## src/rtl/srhc_pkg.sv

```systemverilog
`default_nettype none
// ----------------------------------------------------------------------------
// srhc_pkg
// types, command codes and constants shared by the servo ramp controller
// ----------------------------------------------------------------------------
package srhc_pkg;

	localparam int CHANNELS_DEF = 4;

	localparam logic [2:0] CMD_TICK       = 3'd0;
	localparam logic [2:0] CMD_SET_POS    = 3'd1;
	localparam logic [2:0] CMD_SET_PULSE  = 3'd2;
	localparam logic [2:0] CMD_SET_TARGET = 3'd3;
	localparam logic [2:0] CMD_DISABLE    = 3'd4;
	localparam logic [2:0] CMD_QUERY      = 3'd5;

	localparam logic [13:0] TICKS_PER_SEC   = 14'd50;
	localparam logic [10:0] TICKS_PER_TENTH = 11'd5;
	localparam logic [11:0] PULSE_BASE      = 12'd1000;
	localparam logic [9:0]  PULSE_SPAN      = 10'd1000;
	localparam logic [16:0] POS_FULL        = 17'd65535;
	localparam logic [15:0] PULSE_MIN       = 16'd500;
	localparam logic [15:0] PULSE_MAX       = 16'd2500;

	typedef struct packed {
		logic [2:0]  command;
		logic [1:0]  channel;
		logic [15:0] value;
		logic [7:0]  throw_tenths;
		logic [7:0]  hold_secs;
	} in_item_t;

	typedef struct packed {
		logic [1:0]  out_channel;
		logic [11:0] pulse_level;
		logic        is_moving;
		logic        is_holding;
		logic        is_active;
		logic        completed;
		logic        last;
	} out_item_t;

	typedef enum logic [3:0] {
		OP_NONE      = 4'd0,
		OP_LOAD      = 4'd1,
		OP_TICK_INIT = 4'd2,
		OP_APPLY     = 4'd3,
		OP_DIV_STEP  = 4'd4,
		OP_DIV_WB    = 4'd5,
		OP_TICK_STEP = 4'd6,
		OP_MUL       = 4'd7,
		OP_PULSE     = 4'd8,
		OP_EMIT      = 4'd9
	} dp_op_t;

	typedef struct packed {
		logic [2:0] command;
		logic       ch_ok;
		logic       need_div;
		logic       need_map;
		logic       tick_map;
		logic       div_last;
		logic       sel_last;
		logic       out_free;
	} dp_status_t;

endpackage
`default_nettype wire

```

## src/rtl/servo_ramp_hold_controller.sv

```systemverilog
`default_nettype none
// ----------------------------------------------------------------------------
// servo_ramp_hold_controller
// multi-channel servo position ramp generator with post-move hold timer
// ----------------------------------------------------------------------------
// One command item is taken at a time; cmd_ready is high only while the
// sequencer is idle. Set position, set pulse and disable pass through decode
// and apply; set position then maps its position to a pulse (multiply, pulse
// write). A set target that starts a ramp runs a restoring divider, one
// quotient bit a cycle over 16 bits. A tick walks the channels in order: step,
// multiply and pulse write if ramping, result load, which waits while the
// output register is full. Each result sits there until rsp_ready takes it.
// ----------------------------------------------------------------------------
module servo_ramp_hold_controller #(
	parameter int CHANNELS = srhc_pkg::CHANNELS_DEF
) (
	input  wire                 clk,
	input  wire                 arst_n,
	input  wire                 cmd_valid,
	output logic                cmd_ready,
	input  srhc_pkg::in_item_t  cmd_item,
	output logic                rsp_valid,
	input  wire                 rsp_ready,
	output srhc_pkg::out_item_t rsp_item
);
	import srhc_pkg::*;

	dp_status_t status;
	dp_op_t     op;

	srhc_ctrl u_ctrl (
		.clk       (clk),
		.arst_n    (arst_n),
		.cmd_valid (cmd_valid),
		.cmd_ready (cmd_ready),
		.status    (status),
		.op        (op)
	);

	srhc_dp #(
		.CHANNELS (CHANNELS)
	) u_dp (
		.clk       (clk),
		.arst_n    (arst_n),
		.op        (op),
		.cmd_item  (cmd_item),
		.status    (status),
		.rsp_valid (rsp_valid),
		.rsp_ready (rsp_ready),
		.rsp_item  (rsp_item)
	);

	a_move_hold_excl: assert property (@(posedge clk) disable iff (!arst_n)
		rsp_valid |-> !(rsp_item.is_moving && rsp_item.is_holding))
		else $error("channel reported moving and holding");

	a_flags_need_active: assert property (@(posedge clk) disable iff (!arst_n)
		rsp_valid && (rsp_item.is_moving || rsp_item.is_holding) |-> rsp_item.is_active)
		else $error("motion flag set on an inactive channel");

	a_pulse_range: assert property (@(posedge clk) disable iff (!arst_n)
		rsp_valid |-> (rsp_item.pulse_level == 12'd0)
			|| ((rsp_item.pulse_level >= 12'd500) && (rsp_item.pulse_level <= 12'd2500)))
		else $error("pulse level out of range");

	a_emit_not_idle: assert property (@(posedge clk) disable iff (!arst_n)
		$rose(rsp_valid) |-> !$past(cmd_ready))
		else $error("result loaded while sequencer idle");

endmodule
`default_nettype wire

```

## src/rtl/srhc_dp.sv

```systemverilog
`default_nettype none
// ----------------------------------------------------------------------------
// srhc_dp
// channel state, step divider, position-to-pulse mapping and result register
// ----------------------------------------------------------------------------
module srhc_dp #(
	parameter int CHANNELS = srhc_pkg::CHANNELS_DEF
) (
	input  wire                 clk,
	input  wire                 arst_n,
	input  srhc_pkg::dp_op_t    op,
	input  srhc_pkg::in_item_t  cmd_item,
	output srhc_pkg::dp_status_t status,
	output logic                rsp_valid,
	input  wire                 rsp_ready,
	output srhc_pkg::out_item_t rsp_item
);
	import srhc_pkg::*;

	localparam int IDX_W = (CHANNELS > 1) ? $clog2(CHANNELS) : 1;

	logic [15:0] cur_q     [CHANNELS];
	logic [15:0] tgt_q     [CHANNELS];
	logic [15:0] step_q    [CHANNELS];
	logic [13:0] hold_q    [CHANNELS];
	logic        moving_q  [CHANNELS];
	logic        holding_q [CHANNELS];
	logic        active_q  [CHANNELS];
	logic [11:0] pulse_q   [CHANNELS];

	in_item_t    item_q;
	logic [IDX_W-1:0] sel_q;
	logic        done_q;
	logic [10:0] div_rem_q;
	logic [15:0] div_quo_q;
	logic [10:0] div_dvs_q;
	logic [3:0]  div_cnt_q;
	logic [25:0] prod_q;
	logic        rsp_valid_q;
	out_item_t   rsp_q;

	logic        ch_ok;
	logic        out_free;
	logic [15:0] cur_s;
	logic [15:0] tgt_s;
	logic [15:0] st_s;
	logic [15:0] new_cur;
	logic [15:0] distance;
	logic        need_div;
	logic [11:0] trial;
	logic [9:0]  map_q0;
	logic [16:0] map_sum;
	logic [11:0] map_pulse;
	logic [15:0] clamp_us;

	assign ch_ok    = (4'(item_q.channel) < 4'(CHANNELS));
	assign out_free = !rsp_valid_q || rsp_ready;
	assign cur_s    = cur_q[sel_q];
	assign tgt_s    = tgt_q[sel_q];
	assign st_s     = step_q[sel_q];

	// one step of the ramp toward the target
	always_comb begin
		if (cur_s < tgt_s) begin
			new_cur = ((tgt_s - cur_s) <= st_s) ? tgt_s : cur_s + st_s;
		end else begin
			new_cur = ((cur_s - tgt_s) <= st_s) ? tgt_s : cur_s - st_s;
		end
	end

	assign distance = (cur_s > item_q.value) ? cur_s - item_q.value : item_q.value - cur_s;
	assign need_div = (item_q.command == CMD_SET_TARGET) && (item_q.throw_tenths != 8'd0)
		&& (cur_s != item_q.value);
	assign trial    = {div_rem_q, div_quo_q[15]};

	// divide by 65535: quotient from the high bits, one correction
	assign map_q0    = prod_q[25:16];
	assign map_sum   = {1'b0, prod_q[15:0]} + {7'd0, map_q0};
	assign map_pulse = PULSE_BASE + {2'b00, map_q0} + {11'd0, (map_sum >= POS_FULL)};

	always_comb begin
		clamp_us = item_q.value;
		if (clamp_us < PULSE_MIN) begin
			clamp_us = PULSE_MIN;
		end
		if (clamp_us > PULSE_MAX) begin
			clamp_us = PULSE_MAX;
		end
	end

	always_comb begin
		status.command  = item_q.command;
		status.ch_ok    = ch_ok;
		status.need_div = need_div;
		status.need_map = (item_q.command == CMD_SET_POS)
			|| ((item_q.command == CMD_SET_TARGET) && !need_div);
		status.tick_map = !holding_q[sel_q] && moving_q[sel_q];
		status.div_last = (div_cnt_q == 4'd15);
		status.sel_last = (4'(sel_q) == 4'(CHANNELS - 1));
		status.out_free = out_free;
	end

	// channel state
	always_ff @(posedge clk or negedge arst_n) begin
		if (!arst_n) begin
			for (int i = 0; i < CHANNELS; i++) begin
				cur_q[i]     <= '0;
				tgt_q[i]     <= '0;
				step_q[i]    <= '0;
				hold_q[i]    <= '0;
				moving_q[i]  <= 1'b0;
				holding_q[i] <= 1'b0;
				active_q[i]  <= 1'b0;
				pulse_q[i]   <= '0;
			end
		end else begin
			case (op)
				OP_APPLY: begin
					case (item_q.command)
						CMD_SET_POS: begin
							cur_q[sel_q]     <= item_q.value;
							tgt_q[sel_q]     <= item_q.value;
							moving_q[sel_q]  <= 1'b0;
							holding_q[sel_q] <= 1'b0;
							active_q[sel_q]  <= 1'b1;
						end
						CMD_SET_PULSE: begin
							pulse_q[sel_q]  <= clamp_us[11:0];
							active_q[sel_q] <= 1'b1;
						end
						CMD_SET_TARGET: begin
							tgt_q[sel_q]     <= item_q.value;
							active_q[sel_q]  <= 1'b1;
							hold_q[sel_q]    <= 14'(item_q.hold_secs) * TICKS_PER_SEC;
							holding_q[sel_q] <= 1'b0;
							if (need_div) begin
								moving_q[sel_q] <= 1'b1;
							end else begin
								cur_q[sel_q]    <= item_q.value;
								moving_q[sel_q] <= 1'b0;
								step_q[sel_q]   <= '0;
							end
						end
						CMD_DISABLE: begin
							pulse_q[sel_q]   <= '0;
							moving_q[sel_q]  <= 1'b0;
							holding_q[sel_q] <= 1'b0;
							active_q[sel_q]  <= 1'b0;
						end
						default: begin
						end
					endcase
				end
				OP_DIV_WB: begin
					step_q[sel_q] <= (div_quo_q == 16'd0) ? 16'd1 : div_quo_q;
				end
				OP_TICK_STEP: begin
					if (holding_q[sel_q]) begin
						if (hold_q[sel_q] != 14'd0) begin
							hold_q[sel_q] <= hold_q[sel_q] - 14'd1;
							if (hold_q[sel_q] == 14'd1) begin
								pulse_q[sel_q]   <= '0;
								holding_q[sel_q] <= 1'b0;
								active_q[sel_q]  <= 1'b0;
							end
						end
					end else if (moving_q[sel_q]) begin
						cur_q[sel_q] <= new_cur;
						if (new_cur == tgt_s) begin
							moving_q[sel_q]  <= 1'b0;
							holding_q[sel_q] <= (hold_q[sel_q] != 14'd0);
						end
					end
				end
				OP_PULSE: begin
					pulse_q[sel_q] <= map_pulse;
				end
				default: begin
				end
			endcase
		end
	end

	// item latch, divider and mapping product
	always_ff @(posedge clk) begin
		case (op)
			OP_LOAD: begin
				item_q <= cmd_item;
				sel_q  <= IDX_W'(cmd_item.channel);
			end
			OP_APPLY: begin
				div_quo_q <= distance;
				div_rem_q <= '0;
				div_dvs_q <= 11'(item_q.throw_tenths) * TICKS_PER_TENTH;
				div_cnt_q <= '0;
			end
			OP_DIV_STEP: begin
				if (trial >= {1'b0, div_dvs_q}) begin
					div_rem_q <= 11'(trial - {1'b0, div_dvs_q});
					div_quo_q <= {div_quo_q[14:0], 1'b1};
				end else begin
					div_rem_q <= trial[10:0];
					div_quo_q <= {div_quo_q[14:0], 1'b0};
				end
				div_cnt_q <= div_cnt_q + 4'd1;
			end
			OP_MUL: begin
				prod_q <= cur_q[sel_q] * PULSE_SPAN;
			end
			OP_TICK_INIT: begin
				sel_q <= '0;
			end
			OP_EMIT: begin
				if (item_q.command == CMD_TICK) begin
					sel_q <= sel_q + IDX_W'(1);
				end
			end
			default: begin
			end
		endcase
	end

	always_ff @(posedge clk or negedge arst_n) begin
		if (!arst_n) begin
			done_q <= 1'b0;
		end else if (op == OP_LOAD) begin
			done_q <= 1'b0;
		end else if (op == OP_TICK_STEP) begin
			done_q <= !holding_q[sel_q] && moving_q[sel_q] && (new_cur == tgt_s);
		end
	end

	// result register
	always_ff @(posedge clk or negedge arst_n) begin
		if (!arst_n) begin
			rsp_valid_q <= 1'b0;
		end else if (op == OP_EMIT) begin
			rsp_valid_q <= 1'b1;
		end else if (rsp_ready) begin
			rsp_valid_q <= 1'b0;
		end
	end

	always_ff @(posedge clk) begin
		if (op == OP_EMIT) begin
			if (item_q.command == CMD_QUERY && !ch_ok) begin
				rsp_q.out_channel <= item_q.channel;
				rsp_q.pulse_level <= '0;
				rsp_q.is_moving   <= 1'b0;
				rsp_q.is_holding  <= 1'b0;
				rsp_q.is_active   <= 1'b0;
				rsp_q.completed   <= 1'b0;
				rsp_q.last        <= 1'b1;
			end else begin
				rsp_q.out_channel <= 2'(sel_q);
				rsp_q.pulse_level <= pulse_q[sel_q];
				rsp_q.is_moving   <= moving_q[sel_q];
				rsp_q.is_holding  <= holding_q[sel_q];
				rsp_q.is_active   <= active_q[sel_q];
				rsp_q.completed   <= done_q && (item_q.command == CMD_TICK);
				rsp_q.last        <= (item_q.command == CMD_QUERY) || status.sel_last;
			end
		end
	end

	assign rsp_valid = rsp_valid_q;
	assign rsp_item  = rsp_q;

endmodule
`default_nettype wire

```

## src/rtl/srhc_ctrl.sv

```systemverilog
`default_nettype none
// ----------------------------------------------------------------------------
// srhc_ctrl
// command sequencer driving the datapath one operation per cycle, pausing while the result register is full
// ----------------------------------------------------------------------------
module srhc_ctrl (
	input  wire                  clk,
	input  wire                  arst_n,
	input  wire                  cmd_valid,
	output logic                 cmd_ready,
	input  srhc_pkg::dp_status_t status,
	output srhc_pkg::dp_op_t     op
);
	import srhc_pkg::*;

	typedef enum logic [8:0] {
		ST_IDLE   = 9'b000000001,
		ST_DECODE = 9'b000000010,
		ST_APPLY  = 9'b000000100,
		ST_DIV    = 9'b000001000,
		ST_DIV_WB = 9'b000010000,
		ST_TICK   = 9'b000100000,
		ST_MUL    = 9'b001000000,
		ST_PULSE  = 9'b010000000,
		ST_EMIT   = 9'b100000000
	} state_t;

	state_t state_q;
	state_t state_nxt;

	always_comb begin
		state_nxt = state_q;
		op        = OP_NONE;
		cmd_ready = 1'b0;
		case (state_q)
			ST_IDLE: begin
				cmd_ready = 1'b1;
				if (cmd_valid) begin
					op        = OP_LOAD;
					state_nxt = ST_DECODE;
				end
			end
			ST_DECODE: begin
				case (status.command)
					CMD_TICK: begin
						op        = OP_TICK_INIT;
						state_nxt = ST_TICK;
					end
					CMD_QUERY: begin
						state_nxt = ST_EMIT;
					end
					CMD_SET_POS, CMD_SET_PULSE, CMD_SET_TARGET, CMD_DISABLE: begin
						state_nxt = status.ch_ok ? ST_APPLY : ST_IDLE;
					end
					default: begin
						state_nxt = ST_IDLE;
					end
				endcase
			end
			ST_APPLY: begin
				op = OP_APPLY;
				if (status.need_div) begin
					state_nxt = ST_DIV;
				end else if (status.need_map) begin
					state_nxt = ST_MUL;
				end else begin
					state_nxt = ST_IDLE;
				end
			end
			ST_DIV: begin
				op = OP_DIV_STEP;
				if (status.div_last) begin
					state_nxt = ST_DIV_WB;
				end
			end
			ST_DIV_WB: begin
				op        = OP_DIV_WB;
				state_nxt = ST_IDLE;
			end
			ST_TICK: begin
				op        = OP_TICK_STEP;
				state_nxt = status.tick_map ? ST_MUL : ST_EMIT;
			end
			ST_MUL: begin
				op        = OP_MUL;
				state_nxt = ST_PULSE;
			end
			ST_PULSE: begin
				op        = OP_PULSE;
				state_nxt = (status.command == CMD_TICK) ? ST_EMIT : ST_IDLE;
			end
			ST_EMIT: begin
				if (status.out_free) begin
					op = OP_EMIT;
					if (status.command == CMD_TICK && !status.sel_last) begin
						state_nxt = ST_TICK;
					end else begin
						state_nxt = ST_IDLE;
					end
				end
			end
			default: begin
				state_nxt = ST_IDLE;
			end
		endcase
	end

	always_ff @(posedge clk or negedge arst_n) begin
		if (!arst_n) begin
			state_q <= ST_IDLE;
		end else begin
			state_q <= state_nxt;
		end
	end

endmodule
`default_nettype wire

```

## config.mk

```make
export PLATFORM = sky130hd
export DESIGN_NAME = servo_ramp_hold_controller
export DESIGN_NICKNAME = d
export VERILOG_FILES = /design/src/rtl/srhc_pkg.sv /design/src/rtl/servo_ramp_hold_controller.sv /design/src/rtl/srhc_dp.sv /design/src/rtl/srhc_ctrl.sv
export SDC_FILE = /design/constraint.sdc
export NUM_CORES = 1
export LEC_CHECK = 0
export ABC_AREA = 1
export BUFFER_PORTS_ARGS = -buffer_cell sky130_fd_sc_hd__buf_2
export CELL_PAD_IN_SITES_DETAIL_PLACEMENT = 0
export CELL_PAD_IN_SITES_GLOBAL_PLACEMENT = 2
export CORE_ASPECT_RATIO = 0.75
export CORE_MARGIN = 3
export CORE_UTILIZATION = 35
export CTS_CLUSTER_DIAMETER = 40
export DETAILED_ROUTE_END_ITERATION = 16
export PLACE_DENSITY = 0.76
export SYNTH_ARGS = -nofsm -noshare
export SYNTH_HDL_FRONTEND = slang
export SYNTH_HIERARCHICAL = 1
export SYNTH_SLANG_ARGS = --single-unit
```

## constraint.sdc

```tcl
create_clock -name clk -period 6.3 [get_ports clk]
set_clock_uncertainty 0.05 [all_clocks]
set_input_delay 1.26 -clock clk [delete_from_list [all_inputs] [get_ports clk]]
set_output_delay 1.26 -clock clk [all_outputs]
set_load 0.02 [all_outputs]
```

# Yosys cells after proc, flatten, opt, wreduce, memory -nomap -nowiden
# Cells that the tools add are included.
# classes
n_reduce_logical,41
n_mux,109
bitwise,11
n_addsub,13
n_eq_ne,50
multipliers,3
magnitude_cmp,10
# op_table
cell,n
one-hot mux 64 bit (2 select lines),3
2-to-1 mux 64 bit,5
bitwise mux 64 bit,4
2-to-1 mux 16 bit,13
2-to-1 mux 56 bit,3
2-to-1 mux 48 bit,3
one-hot mux 48 bit (3 select lines),1
bitwise mux 56 bit,2
one-hot mux 56 bit (2 select lines),1
binary-select mux 16 bit (select 2 bit),3
bitwise mux 48 bit,2
one-hot mux 48 bit (2 select lines),1
subtractor 16 bit,5
one-hot mux 9 bit (8 select lines),1
bitwise AND 64 bit,1
NOT 64 bit,1
2-to-1 mux 4 bit,14
2-to-1 mux 9 bit,6
bitwise AND 48 bit,1
2-to-1 mux 12 bit,4
NOT 48 bit,1
one-hot mux 4 bit (2 select lines),6
2-to-1 mux 14 bit,3
one-hot mux 4 bit (9 select lines),1
82 further kinds,152
# word_totals
output_inout_bits,21
input_bits,41
register_bits,440

# Depth between registers and ports, before layout
# Gate-level depths: netlist of run 1.
# logic_depth
word_depth,13
ltp_mapped,41
mapped_depth_nobuf,37

# By module
# The synthesis of run 1 kept the hierarchy.
# modules_own_cells
mod,cells_per_inst,n_inst,area_each_um2,seq_area_each_um2
srhc_dp,4144,1,32165.8,11390.9
srhc_ctrl,113,1,755.7,226.5

# Least setup slack after synthesis of run 1
# OpenSTA, ideal clock, no wires.
# synth_path
path_type,register to register
from,register u_dp.sel_q[1]
to,"register u_dp.prod_q[22], data pin"
period_less_slack_ns,6.867
slack_ns,-0.567
path_stages_with_launch,25
path_buffers,5
arrival_time_ns,6.552
setup_ns,0.265
path_cell_list,edfxtp_1 -> buf_4 -> inv_2 -> buf_4 -> buf_4 -> clkbuf_1 -> buf_1 -> a21oi_1 -> a32oi_1 -> fa_1 -> inv_1 -> fa_1 -> fa_1 -> inv_1 -> fa_1 -> ha_1 -> a21oi_1 -> nor2_1 -> a211oi_1 -> o221ai_1 -> a21oi_1 -> o21ai_0 -> a21boi_0 -> o21ai_0 -> xor2_1
# synth_between
elab_chain_cells,5
# synth_lines
element,line,text
"start, declared",srhc_dp.sv:32,logic [IDX_W-1:0] sel_q;
"start signal, assigned",srhc_dp.sv:189,sel_q <= IDX_W'(cmd_item.channel);
"start signal, assigned",srhc_dp.sv:215,sel_q <= sel_q + IDX_W'(1);
NOT 2 -> 3 bit,n/a,
binary-select mux 16 bit (select 2 bit),n/a,
2-to-1 mux 16 bit (2 in a row),n/a,
net u_dp.cur_s[1],srhc_dp.sv:44,logic [15:0] cur_s;
multiplier 16 x 7 -> 23 bit,srhc_dp.sv:208,prod_q <= cur_q[sel_q] * PULSE_SPAN;
"end signal, assigned",srhc_dp.sv:208,
"end, declared",srhc_dp.sv:38,logic [25:0] prod_q;
# The timed path passes the listed nets, and every way through them passes these cells. The select of a mux whose other input is x is not followed.
# A chain may end at the register's enable or synchronous reset.

==> results of run 1 <==
[registers in the layout, summed over array words and instances, names as in the netlist, named ones only]
name,flops
u_dp/div_rem_q,11
u_dp/rsp_valid,1
u_dp/sel_q,2
u_dp/cur_q,64
u_dp/div_cnt_q,4
u_dp/status,3
u_dp/tgt_q,64
u_ctrl/state_q,9
u_dp/hold_q,56
u_dp/div_dvs_q,11
u_dp/item_q,32
u_dp/step_q,64
u_dp/rsp_item,19
u_dp/prod_q,23
u_dp/pulse_q,48
u_dp/done_q,1
u_dp/holding_q,4
u_dp/div_quo_q,16
[metrics by stage]
stage / total power [mW] / util, % / setup slack [ns] / instance area [µm²] / TNS [ns]
2_1_floorplan: 15.0 / - / 0.0216 / 33000 / 0
3_3_place_gp: 19.3 / 37.8 / 0.206 / 34900 / 0
3_5_place_dp: 19.2 / 37.8 / 0.182 / 34900 / 0
4_1_cts: 23.7 / 40.7 / 0.166 / 37600 / 0
5_1_grt: 26.2 / 41.1 / -0.00169 / 37900 / -0.00169
6_report: 23.8 / 41.1 / 0.360 / 37900 / 0
[layer usage]
| layer | track usage (%) | share of wire (%) | vias to the layer above |
|---|---|---|---|
| met5 | 0 | 0 | - |
| met3 | 3.66 | 6.4 | 126 |
| met1 | 37.5 | 52 | 14100 |
| met4 | 5.12 | 1.9 | 0 |
| li1 | - | - | 14300 |
| met2 | 32.6 | 40 | 810 |
[layout make-up]
type	instances	area (µm²)	area share (%)
multi-input combinational	3135	18800	49.6
clock buffer	85	2020	5.32
antenna	1	2.50	0.00659
timing repair buffer	190	1420	3.75
sequential	440	11600	30.6
clock inverter	57	652	1.72
inverter	496	1870	4.93
tap	1225	1530	4.04
[path summary, 6_finish.rpt]
path,end,slack (ns),cells past startpoint
max,flip-flop,0.36,35
min,u_dp/hold_q[15]$_DFFE_PN0P_,0.42,2
max reg2reg,flip-flop,0.36,35
min reg2reg,u_dp/hold_q[15]$_DFFE_PN0P_,0.42,2
max in group asynchronous,u_dp/step_q[8]$_DFFE_PN0P_,4.38,2
min in group asynchronous,u_ctrl/state_q[1]$_DFFE_PN0P_,0.61,1
[worst max-delay path: cells and delay by family, from the launching register on]
kind            cells  cell delay, ns
simple gates       23            2.64
compound gates      3            0.72
buf+inv             5            0.76
flops               1            0.56
fa+ha+maj           3            0.86
xor+xnor            1            0.17
[placed cells by master, fill, tap and decap left out, drive strengths merged, types with 3 or more instances in the layout]
| cell type | synthesis | final |
|---|---|---|
| nand2 | 1140 | 1140 |
| inv | 493 | 508 |
| o21ai | 322 | 322 |
| dfrtp | 318 | 318 |
| nand3 | 307 | 307 |
| nor2 | 290 | 290 |
| a21oi | 252 | 252 |
| ha | 244 | 244 |
| buf | 84 | 188 |
| edfxtp | 121 | 121 |
| clkbuf | 102 | 87 |
| xor2 | 71 | 71 |
| fa | 66 | 66 |
| a32oi | 49 | 49 |
| mux2 | 48 | 48 |
| a21boi | 44 | 44 |
| a211oi | 43 | 43 |
| nor3 | 42 | 42 |
| o31ai | 30 | 30 |
| nand4 | 29 | 29 |
| xnor2 | 27 | 27 |
| clkinv | 3 | 25 |
| o21a | 16 | 16 |
| a31oi | 14 | 14 |
| nor4 | 13 | 13 |
| clkinvlp | 0 | 12 |
| a21o | 11 | 11 |
| bufinv | 0 | 8 |
| o21bai | 8 | 8 |
| o211ai | 8 | 8 |
| o22ai | 6 | 6 |
| and2 | 6 | 6 |
| a221oi | 6 | 6 |
| nand3b | 5 | 5 |
| o2111ai | 5 | 5 |
| o32ai | 5 | 5 |
| mux2i | 5 | 5 |
| o311ai | 4 | 4 |
| nor3b | 3 | 3 |
[kinds of logic after synthesis]
family          count (synthesis)  share of synthesized area [%]
buf+inv                       682                           8.41
simple gates                 1838                           23.2
other cells                     1                         0.0114
flops                         440                           35.3
mux                            53                           1.86
xor+xnor                       98                           2.61
fa+ha+maj                     310                           13.3
compound gates                835                           15.3
[power by group]
group          internal, mW  total (mW)  switching (mW)
combinational          5.51        15.3            9.81
sequential             3.88        4.18           0.299
clock                  2.69        4.32            1.63
total                  12.1        23.8            11.7
[what timing repair did]
item,in CTS,in global routing
gates resized for setup,0,35
endpoints found under the setup margin,0,12
endpoints found under the hold margin,0,0
setup buffers,0,13
==> metrics.md, run 1 <==
| Metric | Value |
|---|---|
| I/O Buffers | 61 |
| Post-CTS Hold Buffers | 0 |
| Die X | 360 µm |
| Post-synth top cells | 1124 x nand2_1, 477 x inv_1, 318 x dfrtp_1 |
| Yosys top cell by area | dfrtp_1 |
| Die height | 272 µm |
| Syn_nets | 4608 |
| Post-synth top flop | dfrtp_1 |
| H-Tree Depth | 3 |
| CP dominant cell by count | nand2_1 |
| CP max-delay cell | edfxtp_1 |
| Antenna viol nets, final | 0 |
| Clk root buf | clkbuf_16 |
| Worst Setup End Kind | flip-flop |
| Core ar. | 0.0924 mm² |
| Synthesis Warnings | 6 |
| Hold Startpoint | u_dp/hold_q[15]$_DFFE_PN0P_ |
| Clock buffer depth | 3 |
| Fill count | 9556 |
| IO Pins | 62 |
| Max incr delay on CP | around 0.56 ns |
| CTS tree | done |
| Crit Path Max Fanout | 18 |
| Synth Register Bits | 440 |
| Post-synth EDFFs | 121 |
| Global route total overflow | 0 |
| Worst-path clk slew | 0.06 ns |
| CP Launch Point | u_dp/sel_q[0]$_DFFE_PP_ |
| Synthesized area | 0.0329 mm² |
| Slew @ Worst Pin | 1.08 ns |
| Vias/cell | roughly 5.2 |
| VDD IR max | roughly 0.00052 V |
| Mean Syn Cell Area | 7.73 µm² |
| Max Transition Viols Final | 0 |
| WP data required | 6.78 ns |
| WHS | 0.420 ns |
| Initial Utilization | 35.6% |
| Ys async rst share | 72.5% |
| Max Fclk | 0.168 GHz |
| Post-Route WL | 117000 µm |
| CP Class | reg -> reg |
| Insertion delay to the later sink of the worst-skew pair | ~0.65 ns |
| Synthesis-to-finish area growth | 15.3% |
| Yosys cell types | 74 |
| Nets | roughly 4700 |
| Die area | between 0.09 and 0.1 mm² |
| Crit path DAT | 6.42 ns |
| Largest net degree at the start of global routing | 110 |
| 1st-pass router iterations | 5 |
| Hold Fails Final Rpt | 0 |
| Final Cycle Share | 94.3% |
| Dpl hpwl | 86700 µm |
| Post-synth top area share | 24.2% |
| Final instance count without filler cells | ~5600 |
| Leak Pwr | 18.3 nW |
| DRC viols | 0 |
| Total CTS buffers | 76 |
| R2r startpoint | u_dp/sel_q[0]$_DFFE_PP_ |
| Slew Limit Headroom | 27.5% |
| Final RePlAce weighted congestion | 0.918 |
| Hold crit path type | reg -> reg |
| Final Setup Violations | 0 |
| Iter 0 DRT Violations | ~2700 |
| CTS sink cnt | 440 |
| FP Rows | 96 |
| First-pass GRT wire length | about 180000 µm |
| WL per Instance | 20.7 µm |
| Largest cells by area after synthesis | dfrtp_1 24%, nand2_1 13%, edfxtp_1 11%, ha_1 9.3%, inv_1 5.4% |
| Crit path time final | just under 6 ns |
| Seq/Total Area, Yosys | 35.3% |
| GRT Util Overall | 23.5% |
| Via count | 29400 |
| Vias in the first global route | 27800 |
| PD cells | 628 mW/mm² |
| Placed Cells | about 5500 |
| Synth Instances | 4257 |
| Run status | complete, no violations |
| Layout cells sized above 1 | 10.7% |
| Max-cap violations | 0 |
| Startpoint types | flip-flop |
| Count leader, synth | nand2_1 |
| Initial antenna violation count | 5 |
Note: power is estimated with default switching activity, not from simulation.
==> inputs of run 2 (changes only) <==
--- a/config.mk
+++ b/config.mk
@@ -6,15 +6,16 @@
 export NUM_CORES = 1
 export LEC_CHECK = 0
 export ABC_AREA = 1
+export ABC_CLOCK_PERIOD_IN_PS = 7700
 export BUFFER_PORTS_ARGS = -buffer_cell sky130_fd_sc_hd__buf_2
 export CELL_PAD_IN_SITES_DETAIL_PLACEMENT = 0
 export CELL_PAD_IN_SITES_GLOBAL_PLACEMENT = 2
 export CORE_ASPECT_RATIO = 0.75
 export CORE_MARGIN = 3
-export CORE_UTILIZATION = 35
+export CORE_UTILIZATION = 39
 export CTS_CLUSTER_DIAMETER = 40
 export DETAILED_ROUTE_END_ITERATION = 16
-export PLACE_DENSITY = 0.76
+export PLACE_DENSITY = 0.81
 export SYNTH_ARGS = -nofsm -noshare
 export SYNTH_HDL_FRONTEND = slang
 export SYNTH_HIERARCHICAL = 1
==> constraint.sdc (replaced) <==
create_clock -name clk -period 7.7 [get_ports clk]
set_clock_uncertainty 0.05 [all_clocks]
set_input_delay 1.54 -clock clk [delete_from_list [all_inputs] [get_ports clk]]
set_output_delay 1.54 -clock clk [all_outputs]
set_load 0.02 [all_outputs]
==> metrics.md, run 2 (same netlist as run 1, synthesis figures left out) <==
| Metric | Value |
|---|---|
| Run status | complete, no violations |
| Final Cycle Share | 88.8% (-5.5 points) |
| Crit path DAT | 7.28 ns (+0.86 ns) |
| Comb pwr share | 64.9% (+0.6 points) |
| CP Class | reg -> reg |
| IO Pins | 62 (unchanged) |
| H-Tree Depth | 3 (unchanged) |
| I/O Buffers | 61 (unchanged) |
| Flop pwr share | 17.9% (+0.4 points) |
| Max Fclk | 0.146 GHz (-13%) |
| CP max-delay cell | o21ai_0 |
| Post-layout util | 44.5% (+3.4 points) |
| Fill count | 8551 (-11%) |
| Layout cells sized above 1 | 9.01% (-1.7 points) |
| Max-cap violations | 0 (unchanged) |
| Core ar. | 0.0829 mm² (-10%) |
| Total CTS buffers | 69 (-9.2%) |
| Slew Limit Headroom | 34.1% (+6.6 points) |
| Global route total overflow | 0 (unchanged) |
| Clock buffer depth | 3 (unchanged) |
| Synthesis-to-finish area growth | 12.0% |
| Worst-path clk slew | 0.06 ns (about the same) |
| Post-CTS Setup Inserts | 0 (unchanged) |
| Net Sw Frac | 50.2% (+0.90 points) |
| Int Pwr | 9.47 mW (-22%) |
| Max incr delay on CP | 0.49 ns (-0.07 ns) |
| Largest net degree at the start of global routing | 139 (+26%) |
| TNS Setup | 0 ns (unchanged) |
| Leak Pwr | 17.8 nW (-2.2%) |
| Die height | 258 µm (-5.2%) |
| CTS tree | done |
| Final RePlAce weighted congestion | 0.918 (about the same) |
| ANT cells | 0 (-1) |
| 1st-pass router iterations | 5 (unchanged) |
| Slew @ Worst Pin | 0.984 ns (-0.100 ns) |
| Most frequent cells in the layout | 1124 x nand2_1, 477 x inv_1, 318 x dfrtp_1 |
| Vias/cell | 5.42 (+3.8%) |
| Psw | 9.55 mW (-19%) |
| Initial antenna violation count | 1 (-4) |
| WL per Instance | 21.0 µm (+1.3%) |
| GRT Util Overall | 25.9% (+2.4 points) |
| First-pass GRT wire length | 175000 µm (-1.2%) |
| Biggest regs | u_dp/cur_q x64, u_dp/step_q x64, u_dp/tgt_q x64 |
| Die area | 0.0880 mm² (-10%) |
| Via count | 29600 (+0.65%) |
| Busiest layer in global routing | met1 |
| PD cells | 515 mW/mm² (-18%) |
| Resized cells post-CTS | 0 (unchanged) |
| CP dominant cell by count | nand2_1 |
| Insertion delay to the later sink of the worst-skew pair | 0.62 ns (-0.03 ns) |
| Post-Route WL | 115000 µm (-1.8%) |
| Hold crit path type | reg -> reg |
| Startpoint types | flip-flop |
| Vias in the first global route | 27500 (-1.1%) |
| Met3 usage | 4.63% (+0.98 points) |
| Worst path bufs/invs | 6 (+1) |
| Hold Fails Final Rpt | 0 (unchanged) |
| DRC viols | 0 (unchanged) |
| Crit Path Max Fanout | 124 (+106) |
| Met2 Resource Use GR | 36.2% (+3.6 points) |
| Dpl hpwl | 84800 µm (-2.3%) |
| Clk pwr share | 17.2% (-0.9 points) |
| Antenna viol nets, final | 0 (unchanged) |
| Die X | 341 µm (-5.2%) |
| Met1 global-route usage | 41.3% (+3.7 points) |
| Clk root buf | clkbuf_16 |
| RSZ-0062 raised after global routing | no |
| WP data required | 8.14 ns (+1.36 ns) |
| Worst Setup End Kind | flip-flop |
| CP top delay family | simple AND/OR/NAND/NOR gates |
| Tot Pwr | 19.0 mW (-20%) |
| FP Rows | 91 (-5.2%) |
| Post-CTS Hold Buffers | 0 (unchanged) |
| CTS sink cnt | 440 (unchanged) |
| Most common cell after layout, fill and taps aside | nand2_1 |
| Initial Utilization | 39.7% (+4.1 points) |
| Iter 0 DRT Violations | 3201 (+20%) |
| Final Setup Violations | 0 (unchanged) |
| Crit path time final | 6.84 ns (+0.896 ns) |
| Nets | 4635 (-1.2%) |
| VDD IR max | 0.000603 V (+16%) |
| Max Transition Viols Final | 0 (unchanged) |
run 2: power groups by stage:
stage	clock (mW)	combinational, mW	sequential (mW)
finish	3.27	12.3	3.41
global route	3.45	14.0	3.45
CTS	3.33	12.3	3.40
detailed placement	0	12.2	3.44
global placement	0	12.3	3.44
floorplan	0	8.86	3.36
run 2: worst paths after layout:
path,startpoint,to,slack (ns),depth (start not counted)
max,u_dp/sel_q[0]$_DFFE_PP_,flip-flop,0.86,32
min,u_dp/hold_q[15]$_DFFE_PN0P_,u_dp/hold_q[15]$_DFFE_PN0P_,0.42,2
max reg2reg,u_dp/sel_q[0]$_DFFE_PP_,flip-flop,0.86,32
min reg2reg,u_dp/hold_q[15]$_DFFE_PN0P_,u_dp/hold_q[15]$_DFFE_PN0P_,0.42,2
max in group asynchronous,arst_n,u_dp/step_q[61]$_DFFE_PN0P_,5.37,2
min in group asynchronous,arst_n,u_ctrl/state_q[1]$_DFFE_PN0P_,0.91,1
run 2: per-stage QoR:
| step | instances | instance area, µm² | setup WS [ns] | hold WS, ns |
|---|---|---|---|---|
| 6_report | 5457 | 36900 | 0.864 | 0.416 |
| 5_1_grt | 5457 | 36900 | 0.343 | 0.438 |
| 4_1_cts | 5457 | 36900 | 0.980 | 0.421 |
| 3_5_place_dp | 5329 | 34500 | 1.01 | 0.408 |
| 3_3_place_gp | 5329 | 34500 | 1.08 | 0.403 |
| 2_1_floorplan | 4257 | 32900 | 0.833 | 0.387 |
run 2: area by class of cell:
type,count,area (µm²),share of cell area (%)
well taps,1116,1400,3.79
flip-flops and latches,440,11600,31.5
clock inverters,42,463,1.26
clock buffers,86,1950,5.28
inverters,496,1870,5.06
multi-input cells,3135,18600,50.5
repair buffers,142,961,2.61
run 2: worst min-delay path: stages, from the launching register on:
cell     delay (ns)
dfrtp_1        0.33
nand2_1        0.05
nand2_1        0.05
run 2: per-layer routing:
metal  part of all wire, %  vias up
met5                     0        -
met4                   1.5        0
met2                    40     1032
met1                    51    14200
met3                   7.7       98
li1                      -    14300
==> inputs of run 3 (changes only) <==
--- a/config.mk
+++ b/config.mk
@@ -5,7 +5,6 @@
 export SDC_FILE = /design/constraint.sdc
 export NUM_CORES = 1
 export LEC_CHECK = 0
-export ABC_AREA = 1
 export ABC_CLOCK_PERIOD_IN_PS = 7700
 export BUFFER_PORTS_ARGS = -buffer_cell sky130_fd_sc_hd__buf_2
 export CELL_PAD_IN_SITES_DETAIL_PLACEMENT = 0
@@ -15,7 +14,7 @@
 export CORE_UTILIZATION = 39
 export CTS_CLUSTER_DIAMETER = 40
 export DETAILED_ROUTE_END_ITERATION = 16
-export PLACE_DENSITY = 0.81
+export PLACE_DENSITY = 0.74
 export SYNTH_ARGS = -nofsm -noshare
 export SYNTH_HDL_FRONTEND = slang
 export SYNTH_HIERARCHICAL = 1
==> constraint.sdc (replaced) <==
create_clock -name clk -period 7.7 [get_ports clk]
set_clock_uncertainty 0.05 [all_clocks]
set_input_delay 1.54 -clock clk [delete_from_list [all_inputs] [get_ports clk]]
set_output_delay 1.54 -clock clk [all_outputs]
set_load 0.005 [all_outputs]
==> metrics.md, run 3 <==
| Metric | Value |
|---|---|
| CTS sink cnt | 440 (unchanged) |
| Worst Setup End Kind | flip-flop |
| Seq/Total Area, Yosys | 38.9% (+3.6 points) |
| Fill count | 7256 (-15%) |
| Syn_nets | 3252 (-29%) |
| Final Cycle Share | 93.2% (+4.4 points) |
| Vias in the first global route | 23000 (-16%) |
| Count leader, synth | nand2_1 |
| Post-synth top cells | 326 x nand2_1, 318 x dfrtp_1, 247 x o21ai_0 |
| FP Rows | 87 (-4.4%) |
| ANT cells | 0 (unchanged) |
| Crit Path Max Fanout | 9 (-93%) |
| Max incr delay on CP | 0.63 ns (+0.14 ns) |
| Die height | 246 µm (-4.6%) |
| Largest cells by area after synthesis | dfrtp_1 27%, edfxtp_1 12%, ha_1 10%, mux4_2 5.7%, fa_1 4.4% |
| Post-CTS Setup Inserts | 0 (unchanged) |
| 1st-pass router iterations | 5 (unchanged) |
| CP dominant cell by count | o21ai_0 |
| Startpoint types | flip-flop |
| Post-synth EDFFs | 121 (unchanged) |
| Synthesis-to-finish area growth | 13.3% |
| Largest net degree at the start of global routing | 137 (-1.4%) |
| RSZ-0062 raised after global routing | no |
| First-pass GRT wire length | 144000 µm (-18%) |
| GRT Util Overall | 23.5% (-2.4 points) |
| Register Area | 0.0116 mm² (unchanged) |
| CP top delay family | compound AO/OA/AOI/OAI gates |
| Design area | 0.0338 mm² (-8.2%) |
| Final WS setup | 0.524 ns (-0.340 ns) |
| CP max-delay cell | edfxtp_1 |
| Slew Limit Headroom | 14.8% (-19 points) |
| Tot Pwr | 11.8 mW (-38%) |
| Dpl hpwl | 70800 µm (-17%) |
| Crit path time final | 7.18 ns (+0.340 ns) |
| Synth Instances | 2901 (-32%) |
| IO Pins | 62 (unchanged) |
| Initial Utilization | 39.5% (-0.17 points) |
| Post-place setup slack | 0.445 ns (-0.569 ns) |
| Nets | 3310 (-29%) |
| Max Transition Viols Final | 0 (unchanged) |
| Ys async rst share | 72.5% (unchanged) |
| CP Launch Point | u_dp/sel_q[1]$_DFFE_PP_ |
| Worst-path clk slew | 0.05 ns (about the same) |
| Post-CTS Hold Buffers | 0 (unchanged) |
| Run status | complete, no violations |
| Synth Register Bits | 440 (unchanged) |
| Yosys cell types | 96 (+30%) |
| CP Class | reg -> reg |
| Synthesis Warnings | 6 (unchanged) |
| Hold path endpoint | u_dp/hold_q[15]$_DFFE_PN0P_ |
| Resized cells post-CTS | 0 (unchanged) |
| Initial antenna violation count | 0 (-1) |
| Global route total overflow | 0 (unchanged) |
| WHS Path Cells | 2 (unchanged) |
| WP data required | 8.16 ns (+0.02 ns) |
| Mean Syn Cell Area | 10.3 µm² (+33%) |
| Max-cap violations | 0 (unchanged) |
| VDD IR max | 0.000337 V (-44%) |
| Core ar. | 0.0755 mm² (-8.9%) |
| Hold Startpoint | u_dp/hold_q[15]$_DFFE_PN0P_ |
| Reg2Reg Depth | 29 (-9.4%) |
| Total CTS buffers | 71 (+2.9%) |
| Post-Route WL | 94200 µm (-18%) |
| Hold crit path type | reg -> reg |
| DRC viols | 0 (unchanged) |
| Most common cell after layout, fill and taps aside | nand2_1 |
| Reg-to-reg endpoint | u_dp/holding_q[2]$_DFFE_PN0P_ |
| R2r startpoint | u_dp/sel_q[1]$_DFFE_PP_ |
| Flop2flop setup slack | 0.52 ns (-0.34 ns) |
| Die area | 0.0800 mm² (-9.1%) |
| Clk root buf | clkbuf_16 |
| Crit path DAT | 7.63 ns (+0.35 ns) |
| Via count | 23000 (-22%) |
| Area occupied by multi-input gates | 0.0170 mm² (-8.9%) |
| Final RePlAce weighted congestion | 0.920 (+0.23%) |
| Max Fclk | 0.139 GHz (-4.7%) |
| Layout cells sized above 1 | 16.0% (+7.0 points) |
| Post-Place Cell Area | 0.0314 mm² (-9.0%) |
| H-Tree Depth | 3 (unchanged) |
| PD cells | 350 mW/mm² (-32%) |
| Iter 0 DRT Violations | 1951 (-39%) |
| Post-synth top flop | dfrtp_1 |
| Post-layout util | 44.8% (+0.31 points) |
| Hold Fails Final Rpt | 0 (unchanged) |
| Post-synth top area share | 26.6% (+2.5 points) |
| Most frequent cells in the layout | 326 x nand2_1, 318 x dfrtp_1, 247 x o21ai_0 |
| Synthesized area | 0.0299 mm² (-9.3%) |
| CTS tree | done |
| Worst path bufs/invs | 4 (-2) |
| Insertion delay to the later sink of the worst-skew pair | 0.63 ns (about the same) |
| Clock buffer depth | 3 (unchanged) |
| Antenna viol nets, final | 0 (unchanged) |
| TNS Setup | 0 ns (unchanged) |
| Slew @ Worst Pin | 1.26 ns (+0.276 ns) |
| Biggest regs | u_dp/cur_q x64, u_dp/step_q x64, u_dp/tgt_q x64 |
| Leak Pwr | 15.4 nW (-14%) |
| Yosys top cell by area | dfrtp_1 |
| Final Setup Violations | 0 (unchanged) |
| Vias/cell | 5.68 (+4.8%) |
| WL per Instance | 23.3 µm (+11%) |
| I/O Buffers | 61 (unchanged) |
| Die X | 326 µm (-4.7%) |
-- run 3: cell types whose count changed after synthesis, sizes merged, moves of 35 or more --
cell   delta
inv     -319
xor2     -36
mux2     +54
and3     +39
o22ai    +35
a21oi    -90
nor2    -162
a32oi    -49
nor2b    +36
mux4     +77
xnor2    +65
o21ai    -50
nand3   -280
nand2   -810
-- run 3: cell type report --
cell class,count,share of cell area (%)
Tap cell,1023,3.78
Multi-Input combinational cell,2146,50.2
Clock inverter,49,1.75
Sequential cell,440,34.3
Inverter,174,1.93
Clock buffer,82,5.56
Timing Repair Buffer,126,2.48
-- run 3: cells by family after synthesis --
family | count (synthesis) | synth area share [%]
other | 1 | 0.0126
xor gates and xnor gates | 127 | 3.77
muxes | 195 | 10.2
buffers and inverters | 315 | 4.41
DFF | 440 | 38.9
adders and majority gates | 310 | 14.6
AOI/OAI and AO/OA | 756 | 15.9
and+or+nand+nor | 757 | 12.2
-- run 3: metal layers --
metal / up-vias / share of wire [%] / track usage [%]
met5: - / 0 / 0
met4: 0 / 2.3 / 6.19
met3: 130 / 5.3 / 3.24
met2: 655 / 42 / 34.3
met1: 11600 / 50 / 36.2
li1: 10600 / - / -
-- run 3: tightest hold or removal path, stage by stage (launching register included) --
cell,delay [ns]
dfrtp_1,0.33
nand2_1,0.04
o21ai_0,0.06
-- run 3: through the flow --
stage / cells / hold WS (ns)
finish: 4040 / 0.421
global route: 4040 / 0.439
CTS: 4040 / 0.427
detailed placement: 3909 / 0.415
global placement: 3909 / 0.406
floorplan: 2901 / 0.392
-- run 3: how the worst max path moves through the flow --
stage / to / cells past startpoint / slack [ns]
final: u_dp/holding_q[2]$_DFFE_PN0P_ / 29 / 0.52
after global routing: flip-flop / 30 / 0.06
after CTS: u_dp/holding_q[2]$_DFFE_PN0P_ / 28 / 0.40
after detailed placement: u_dp/holding_q[2]$_DFFE_PN0P_ / 28 / 0.44
after global placement: u_dp/holding_q[0]$_DFFE_PN0P_ / 29 / 0.43
after floorplan: u_dp/cur_q[44]$_DFFE_PN0P_ / 31 / 0.11
-- run 3: power by group --
group	total (mW)	switching [mW]	internal [mW]
Clock	3.29	1.28	2.01
Combinational	5.77	3.52	2.25
Sequential	2.78	0.163	2.62
Total	11.8	4.97	6.87
